File: src/rtl/core/lbst_pkg.sv
// Package for the lamp board status table.
// Holds the input and result word types and the fixed frame codes.
// No dependencies.
`timescale 1ns / 1ps
`default_nettype none

package lbst_pkg;

    typedef struct packed {
        logic        operation;
        logic [31:0] can_id;
        logic [7:0]  payload_byte0;
        logic [7:0]  payload_byte1;
        logic [7:0]  payload_byte2;
        logic [7:0]  payload_byte3;
        logic [7:0]  payload_byte4;
        logic [7:0]  payload_byte5;
        logic [5:0]  query_channel;
    } t_in_word;

    typedef struct packed {
        logic [1:0] frame_class;
        logic       query_valid;
        logic [2:0] voltage_code;
        logic [7:0] red_current;
    } t_out_word;

    localparam logic OP_FRAME = 1'b0;
    localparam logic OP_QUERY = 1'b1;

    localparam logic [1:0] CLS_NONE      = 2'd0;
    localparam logic [1:0] CLS_LAMP      = 2'd1;
    localparam logic [1:0] CLS_BAD_BOARD = 2'd2;
    localparam logic [1:0] CLS_DETECTOR  = 2'd3;

    localparam logic [21:0] LAMP_ID_FLOOR = 22'h200000;
    localparam int unsigned LAMP_FLAG_BIT = 21;
    localparam logic [31:0] DETECTOR_ID_A = 32'h0000_0201;
    localparam logic [31:0] DETECTOR_ID_B = 32'h0000_0202;

    localparam int unsigned VCODE_BITS = 3;
    localparam int unsigned VWORD_BITS = 18;
    localparam int unsigned FRAME_BYTES = 6;

endpackage

`default_nettype wire

File: src/rtl/core/lamp_board_status_table.sv
// Lamp board status table: stores lamp feedback frames per board and
// answers per-channel status queries. Uses lbst_pkg for word types and codes.
// Single module; no submodules.
//
// One word in, one word out. A frame word with a lamp feedback identifier
// (low 22 bits above 0x200000, bit 21 set) writes the voltage codes and
// currents of the board named in identifier bits 2..0; identifiers 0x201
// and 0x202 are only flagged as vehicle detector frames. A query word reads
// one channel (1 to MAX_CHANNELS) back. Each word is decoded and the table is
// read or written in the cycle it is accepted, and its result sits in the
// output register on the next cycle. One word per cycle is taken as long as
// the output register is empty or being drained; o_in_stall follows
// i_out_stall while a result is held. A frame is visible to a query
// accepted in the next cycle. The table is cleared by reset.
`timescale 1ns / 1ps
`default_nettype none

module lamp_board_status_table #(
    parameter int BOARDS             = 6,
    parameter int CHANNELS_PER_BOARD = 6,
    parameter int MAX_CHANNELS       = 36
) (
    input  wire                 i_clk,
    input  wire                 i_rst_n,
    input  wire                 i_in_valid,
    output logic                o_in_stall,
    input  lbst_pkg::t_in_word  i_in_data,
    output logic                o_out_valid,
    input  wire                 i_out_stall,
    output lbst_pkg::t_out_word o_out_data
);

    localparam int BIW = (BOARDS > 1) ? $clog2(BOARDS) : 1;
    localparam int PIW = (CHANNELS_PER_BOARD > 1) ? $clog2(CHANNELS_PER_BOARD) : 1;

    logic [lbst_pkg::VWORD_BITS-1:0]          r_volt [BOARDS];
    logic [CHANNELS_PER_BOARD-1:0][7:0]       r_curr [BOARDS];

    logic                r_out_valid;
    lbst_pkg::t_out_word r_out;
    lbst_pkg::t_out_word n_out;

    logic           w_accept;
    logic           w_is_lamp;
    logic           w_store;
    logic [2:0]     w_board_num;
    logic [BIW-1:0] w_wr_idx;
    logic [7:0]     w_bytes [lbst_pkg::FRAME_BYTES];

    logic [5:0]     w_chm1;
    logic           w_found;
    logic [BIW-1:0] w_rd_idx;
    logic [PIW-1:0] w_pos;
    logic           w_qvalid;

    assign o_in_stall  = r_out_valid & i_out_stall;
    assign w_accept    = i_in_valid & ~o_in_stall;
    assign o_out_valid = r_out_valid;
    assign o_out_data  = r_out;

    assign w_bytes[0] = i_in_data.payload_byte0;
    assign w_bytes[1] = i_in_data.payload_byte1;
    assign w_bytes[2] = i_in_data.payload_byte2;
    assign w_bytes[3] = i_in_data.payload_byte3;
    assign w_bytes[4] = i_in_data.payload_byte4;
    assign w_bytes[5] = i_in_data.payload_byte5;

    // frame decode
    assign w_is_lamp   = (i_in_data.can_id[21:0] > lbst_pkg::LAMP_ID_FLOOR)
                       & i_in_data.can_id[lbst_pkg::LAMP_FLAG_BIT];
    assign w_board_num = i_in_data.can_id[2:0];
    assign w_store     = (i_in_data.operation == lbst_pkg::OP_FRAME) & w_is_lamp
                       & (w_board_num != 3'd0) & ({1'b0, w_board_num} <= 4'(BOARDS));
    assign w_wr_idx    = BIW'(w_board_num - 3'd1);

    // query decode: board and position by range compare per board
    assign w_chm1 = i_in_data.query_channel - 6'd1;

    always_comb begin
        w_found  = 1'b0;
        w_rd_idx = '0;
        w_pos    = '0;
        for (int b = 0; b < BOARDS; b++) begin
            if ({1'b0, w_chm1} >= 7'(b * CHANNELS_PER_BOARD)
                && {1'b0, w_chm1} < 7'((b + 1) * CHANNELS_PER_BOARD)) begin
                w_found  = 1'b1;
                w_rd_idx = BIW'(b);
                w_pos    = PIW'(w_chm1 - 6'(b * CHANNELS_PER_BOARD));
            end
        end
    end

    assign w_qvalid = (i_in_data.query_channel != 6'd0)
                    & ({1'b0, i_in_data.query_channel} <= 7'(MAX_CHANNELS))
                    & w_found;

    always_comb begin
        n_out = '0;
        if (i_in_data.operation == lbst_pkg::OP_FRAME) begin
            if (w_is_lamp) begin
                n_out.frame_class = w_store ? lbst_pkg::CLS_LAMP : lbst_pkg::CLS_BAD_BOARD;
            end else if (i_in_data.can_id == lbst_pkg::DETECTOR_ID_A
                         || i_in_data.can_id == lbst_pkg::DETECTOR_ID_B) begin
                n_out.frame_class = lbst_pkg::CLS_DETECTOR;
            end else begin
                n_out.frame_class = lbst_pkg::CLS_NONE;
            end
        end else if (w_qvalid) begin
            n_out.query_valid  = 1'b1;
            n_out.voltage_code =
                r_volt[w_rd_idx][lbst_pkg::VCODE_BITS * w_pos +: lbst_pkg::VCODE_BITS];
            n_out.red_current  = r_curr[w_rd_idx][w_pos];
        end
    end

    always_ff @(posedge i_clk) begin
        if (!i_rst_n) begin
            for (int b = 0; b < BOARDS; b++) begin
                r_volt[b] <= '0;
                for (int k = 0; k < CHANNELS_PER_BOARD; k++) begin
                    r_curr[b][k] <= '0;
                end
            end
        end else if (w_accept && w_store) begin
            r_volt[w_wr_idx] <= i_in_data.can_id[20:3];
            for (int k = 0; k < CHANNELS_PER_BOARD; k++) begin
                r_curr[w_wr_idx][k] <= w_bytes[k];
            end
        end
    end

    always_ff @(posedge i_clk) begin
        if (!i_rst_n) begin
            r_out_valid <= 1'b0;
        end else if (w_accept) begin
            r_out_valid <= 1'b1;
        end else if (!i_out_stall) begin
            r_out_valid <= 1'b0;
        end
    end

    always_ff @(posedge i_clk) begin
        if (w_accept) begin
            r_out <= n_out;
        end
    end

`ifndef ASSERT_OFF
    a_stall_needs_result: assert property (@(posedge i_clk) disable iff (!i_rst_n)
        o_in_stall |-> r_out_valid)
        else $error("input stalled with no result held");

    a_frame_no_query: assert property (@(posedge i_clk) disable iff (!i_rst_n)
        (r_out_valid && r_out.frame_class != lbst_pkg::CLS_NONE) |->
        (!r_out.query_valid && r_out.voltage_code == '0 && r_out.red_current == '0))
        else $error("frame result carries query fields");

    a_invalid_query_zero: assert property (@(posedge i_clk) disable iff (!i_rst_n)
        (r_out_valid && !r_out.query_valid) |->
        (r_out.voltage_code == '0 && r_out.red_current == '0))
        else $error("out-of-range query returned data");

    a_store_written: assert property (@(posedge i_clk) disable iff (!i_rst_n)
        (w_accept && w_store) |=>
        (r_volt[$past(w_wr_idx)] == $past(i_in_data.can_id[20:3])
         && r_out.frame_class == lbst_pkg::CLS_LAMP))
        else $error("lamp frame not stored");
`endif

endmodule

`default_nettype wire

File: config.mk
export PLATFORM = sky130hd
export DESIGN_NAME = lamp_board_status_table
export DESIGN_NICKNAME = d
export VERILOG_FILES = /design/src/rtl/core/lbst_pkg.sv /design/src/rtl/core/lamp_board_status_table.sv
export SDC_FILE = /design/constraint.sdc
export NUM_CORES = 1
export LEC_CHECK = 0
export BUFFER_PORTS_ARGS = -buffer_cell sky130_fd_sc_hd__buf_2
export CORE_UTILIZATION = 40
export CTS_BUF_LIST = sky130_fd_sc_hd__clkbuf_4 sky130_fd_sc_hd__clkbuf_8
export DETAILED_ROUTE_END_ITERATION = 12
export PLACE_DENSITY = 0.61
export SYNTH_ARGS = -nofsm -noshare
export SYNTH_HDL_FRONTEND = slang
export SYNTH_SLANG_ARGS = --single-unit
File: constraint.sdc
create_clock -name i_clk -period 20.1 [get_ports i_clk]
set_input_delay 5.025 -clock i_clk [delete_from_list [all_inputs] [get_ports i_clk]]
set_output_delay 5.025 -clock i_clk [all_outputs]
set_load 0.005 [all_outputs]
# Yosys cells after proc, flatten, opt, wreduce, memory -nomap -nowiden
# Memories as Yosys holds them, arrays and structs flattened.
# Index checks and enable logic that the tools add are counted.
[classes]
n_addsub = 7
mul = 1
n_lt_le_gt_ge = 15
n_eq_ne = 3
n_shift = 1
muxes = 35
bitwise = 10
reduce_logical = 12
[op_table]
columns = ["operator", "count"]
rows = [
  ["$eq A32 B10 Y1 const B", 2],
  ["$mux W48", 1],
  ["$reduce_or A48 Y1", 1],
  ["$mux W3", 12],
  ["$bmux W8 S3", 1],
  ["$gt A22 B22 Y1 const B", 1],
  ["$ge A6 B5 Y1 const B", 3],
  ["$lt A6 B5 Y1 const B", 3],
  ["$mux W18", 1],
  ["$reduce_or A18 Y1", 1],
  ["$shiftx A18 B6 Y3", 1],
  ["$mux W1", 15],
  ["$mux W12", 1],
  ["$sub A3 B3 Y3 const B", 3],
  ["$and A1 B1 Y1", 8],
  ["$mux W8", 1],
  ["$ge A6 B3 Y1 const B", 1],
  ["$ge A6 B4 Y1 const B", 1],
  ["$le A6 B6 Y1 const B", 1],
  ["$logic_and A1 B1 Y1", 6],
  ["$lt A6 B3 Y1 const B", 1],
  ["$lt A6 B4 Y1 const B", 1],
  ["$lt A6 B6 Y1 const B", 1],
  ["$mux W2", 3],
  ["other kinds (12)", 14],
]
[totals]
register_bits = 15
ram_bits = 396
in_bits = 91
output_inout_bits = 16
elab_cells = 91
mem_count = 2
[memory_table]
columns = ["name", "depth", "width", "read_ports", "rd_ports_with_merged_regs", "wr", "line", "text"]
rows = [
  ["r_curr", 6, 48, 1, 0, 6, "lamp_board_status_table.sv:37", "logic [CHANNELS_PER_BOARD-1:0][7:0] r_curr [BOARDS];"],
  ["r_volt", 6, 18, 1, 0, 6, "lamp_board_status_table.sv:36", "logic [lbst_pkg::VWORD_BITS-1:0] r_volt [BOARDS];"],
]

# Logic depth before layout (Yosys ltp)
# An unclocked memory read counts as a cell.
[logic_depth]
ltp_word = 12
mapped_depth = 20
ltp_nobuf = 15

# Worst setup path before layout
# Ideal clock, no wire load.
[synth_timing]
path_type = "input to register"
start = "input i_in_data[54] (netlist bit)"
end = "memory r_curr[5][0] (netlist bit), enable pin"
setup_ns = 0.586
arrival_time_ns = 10.967
required_ns = 19.514
path_slack_ns = 8.548
cell_stages = 7
path_buffers = 1
path_cell_list = "clkbuf_1 -> inv_1 -> ha_1 -> ha_1 -> a31oi_1 -> nand2_1 -> o41ai_1"
[synth_lines]
columns = ["element", "line", "text"]
rows = [
  ["start: declaration", "lamp_board_status_table.sv:27", "input lbst_pkg::t_in_word i_in_data,"],
  ["end: declaration", "lamp_board_status_table.sv:37", ""],
]

# Final worst setup path
[layout_timing]
start = "input i_out_stall"
end = "output o_in_stall"
[layout_between]
elab_chain_len = 1
[layout_rtl]
columns = ["element", "line", "text"]
rows = [
  ["start: declaration", "lamp_board_status_table.sv:29", "input wire i_out_stall,"],
  ["$and A1 B1 Y1", "lamp_board_status_table.sv:56", "assign o_in_stall = r_out_valid & i_out_stall;"],
  ["end: declaration", "lamp_board_status_table.sv:26", "output logic o_in_stall,"],
]
# Every way passes these cells.

==> impl_results.md <==
* Clk pwr share at 37.9%
* Synthesized net count at 1715
* Sequential power share at 50.1%
* Final WL at 57.5 mm
* Share of cells above drive strength 1 at 19.1%
* Top Ports at 107
* Largest net degree at the start of global routing at 69
* Core ar. at 49300 um2
* CTS tree: yes
* First-pass GRT wire length at 86.7 mm
* P_int at 1.46 mW
* Synth Warn # at 0
* Vias in the first global route at 13.9k
* Fin Setup TNS at 0 ns
* Data required, critical path at 15.07 ns
* Crit-path most repeated cell: buf_2
* Leakage power at 8.61 nW
* Clock Sink Count at 411
* Crit-path max FO at 2
* Fin area at 22500 um2
* CP peak stage delay at 0.12 ns
* Hold buffer count at CTS at 0
* Root Driver: clkbuf_8
* Die Wd at 226 um
* Critical path, cell by cell: buf_2 > nand2_1 > inv_1 > buf_2
* Routability congestion estimate at 0.820
* Worst min path class: reg -> reg
* Critical path launch point type: input port
* Total power at 1.97 mW
* Yosys cell types at 69
* Worst path top cell family by delay: buffers and inverters
* Starting Density at 40.8%
* Maximum vdd ir drop at 0.0473 mV
* Setup Viol. Count Final at 0
* Worst-margin pin slew at 1.28 ns
* Final Worst Setup Slack at 9.71 ns
* Fin. Hold Viols at 0
* DRT antenna net count at 0
* Tot GR Track Use at 22.9%
* Critical Path AT at 5.36 ns
* PD cells at 87.5 nW/um2
* WHS at 0.582 ns
* List of most frequent post-synthesis cells: edfxtp_1 (410), and2_1 (330), nand2_1 (151)
* Synthesized area at 20100 um2
* # DRC at 0
* CP max stage cell: buf_2
* Area delta synth->final at 12.2%
* Die area at 51100 um2
* F_max at 0.0963 GHz
* H-tree depth at 3
* Clock period minus final worst setup slack at 10.39 ns
* Worst-Skew Late Latency at 0.61 ns
* Number of synthesized flops with an enable pin at 410
* Multi-input logic area at 7160 um2
* Final Net Count at 1789
* 1st-pass router iterations at 5
* TritonCTS Buffers at 70
* Pre-CTS WS at 9.39 ns
* Critical path class: in -> out
* Synth Instances at 1614
* Fin. max-slew vios at 0
* FILL cells at 4507
* Post-CTS Resized at 0
* Site row count at 81
* Postcts setup bufs at 0
* Worst setup EP type: primary output
* Die height at 226 um
* Max Cap Viol at 0
* Crit share post-route at 51.7%
* Slew HR at 14.3%
* Status: finished, final reports clean
* Seq/Total Area, Yosys at 61.4%
* Synthesis-stage register bit count at 411
* Area after DPL at 21100 um2
* Top cells by area, synth: edfxtp_1 (61%), and2_1 (10%), nand2_1 (2.8%)
* Buf/Inv on CP at 3
* Initial DRC Count at 1100
* DR WL/cell at 23.9 um
* Hpwl dp at 32.6 mm
* Avg Inst Size Synth at 12.4 um2
* Max Root-Sink Buffers at 3
* Area share of the largest cell type after synthesis at 61.3%
* Yosys top cell by area: edfxtp_1
* Dominant synthesized flop cell: edfxtp_1
* Skew final at 0.0209 ns
* Async set or reset register ratio after synthesis at 0%
* Vias at 13.6k
* Most frequent cell after synthesis: edfxtp_1
* Comb power frac at 11.9%
* Sw power at 0.510 mW
* GR Overflow Total at 0
* Initial antenna violation count at 4
* # port buffers at 106
* Register Area at 12300 um2
* RSZ-0062 raised after global routing: false
* Sw Ratio at 25.9%
* Clk slew on worst S/H paths at 0.06 ns
* Vias per cell at 5.66
==> per-stage QoR <==
| stage | std cells | util, % |
|---|---|---|
| after global placement | 2280 | 42.9 |
| after floorplan | 1614 | - |
| after detailed placement | 2280 | 42.9 |
| final | 2409 | 45.7 |
| after CTS | 2406 | 45.7 |
| after global routing | 2407 | 45.7 |
==> placed cells by master, fill, tap and decap left out, types with 12 or more instances in the layout <==
cell type / n
a211oi_1: 45
a21boi_0: 23
a31oi_1: 25
and2_1: 329
and3_1: 69
buf_2: 106
buf_4: 30
clkbuf_4: 40
clkbuf_8: 74
edfxtp_1: 410
inv_1: 16
mux2_2: 22
mux2i_1: 36
nand2_1: 148
nand3_1: 49
nor2_1: 32
o211ai_1: 36
o21ai_0: 29
o221ai_1: 12
==> cell families (layout without fill, tap and decap cells) <==
logic type	count (synthesis)	in the layout	share of synthesized area [%]
mux	70	70	4.36
compound gates	288	288	11.3
buf+inv	151	279	3.55
flops	411	411	61.4
fa+ha+maj	10	10	0.623
other cells	0	3	0
xor+xnor	3	3	0.131
simple gates	681	681	18.7
==> power by group through the flow <==
stage               sequential, mW  clock [mW]  combinational, mW
floorplan                     1.00           0              0.149
CTS                          0.987       0.759              0.234
global placement              1.00           0              0.231
detailed placement            1.00           0              0.234
finish                       0.987       0.747              0.235
global route                 0.990       0.794              0.252
==> sequential cells by signal, summed over array words and instances (netlist names) <==
register	cells
o_out_valid	1
r_curr	288
r_volt	108
o_out_data	14
==> worst min-delay path: stages, from the launching register on <==
cell and delay, ns:
dfxtp_1 0.32, nand2_1 0.07, inv_1 0.07, o21a_1 0.10
==> worst paths after layout <==
| check | startpoint | endpoint | slack, ns | cells past startpoint |
|---|---|---|---|---|
| worst max register to register | o_out_valid | r_curr[1][34] | 16.35 | 7 |
| worst min-delay path | o_out_valid | o_out_valid | 0.58 | 3 |
| worst min register to register | o_out_valid | o_out_valid | 0.58 | 3 |
| worst max-delay path | i_out_stall | o_in_stall | 9.71 | 4 |
==> metal layers <==
metal	vias to the layer above	global-route usage, %	part of all wire, %
met5	-	0	0
met3	98	3.86	6.4
li1	6159	-	-
met4	0	9.26	3.1
met1	6867	31.1	44
met2	511	36.5	46
==> cell type report <==
class | instances | share of cell area (%)
Tap cell | 664 | 3.69
Antenna cell | 3 | 0.0333
Clock buffer | 114 | 5.86
Timing Repair Buffer | 136 | 3.36
Clock inverter | 12 | 0.256
Inverter | 17 | 0.283
Sequential cell | 411 | 54.8
Multi-Input combinational cell | 1052 | 31.8
Note: power is estimated with default switching activity, not from simulation.
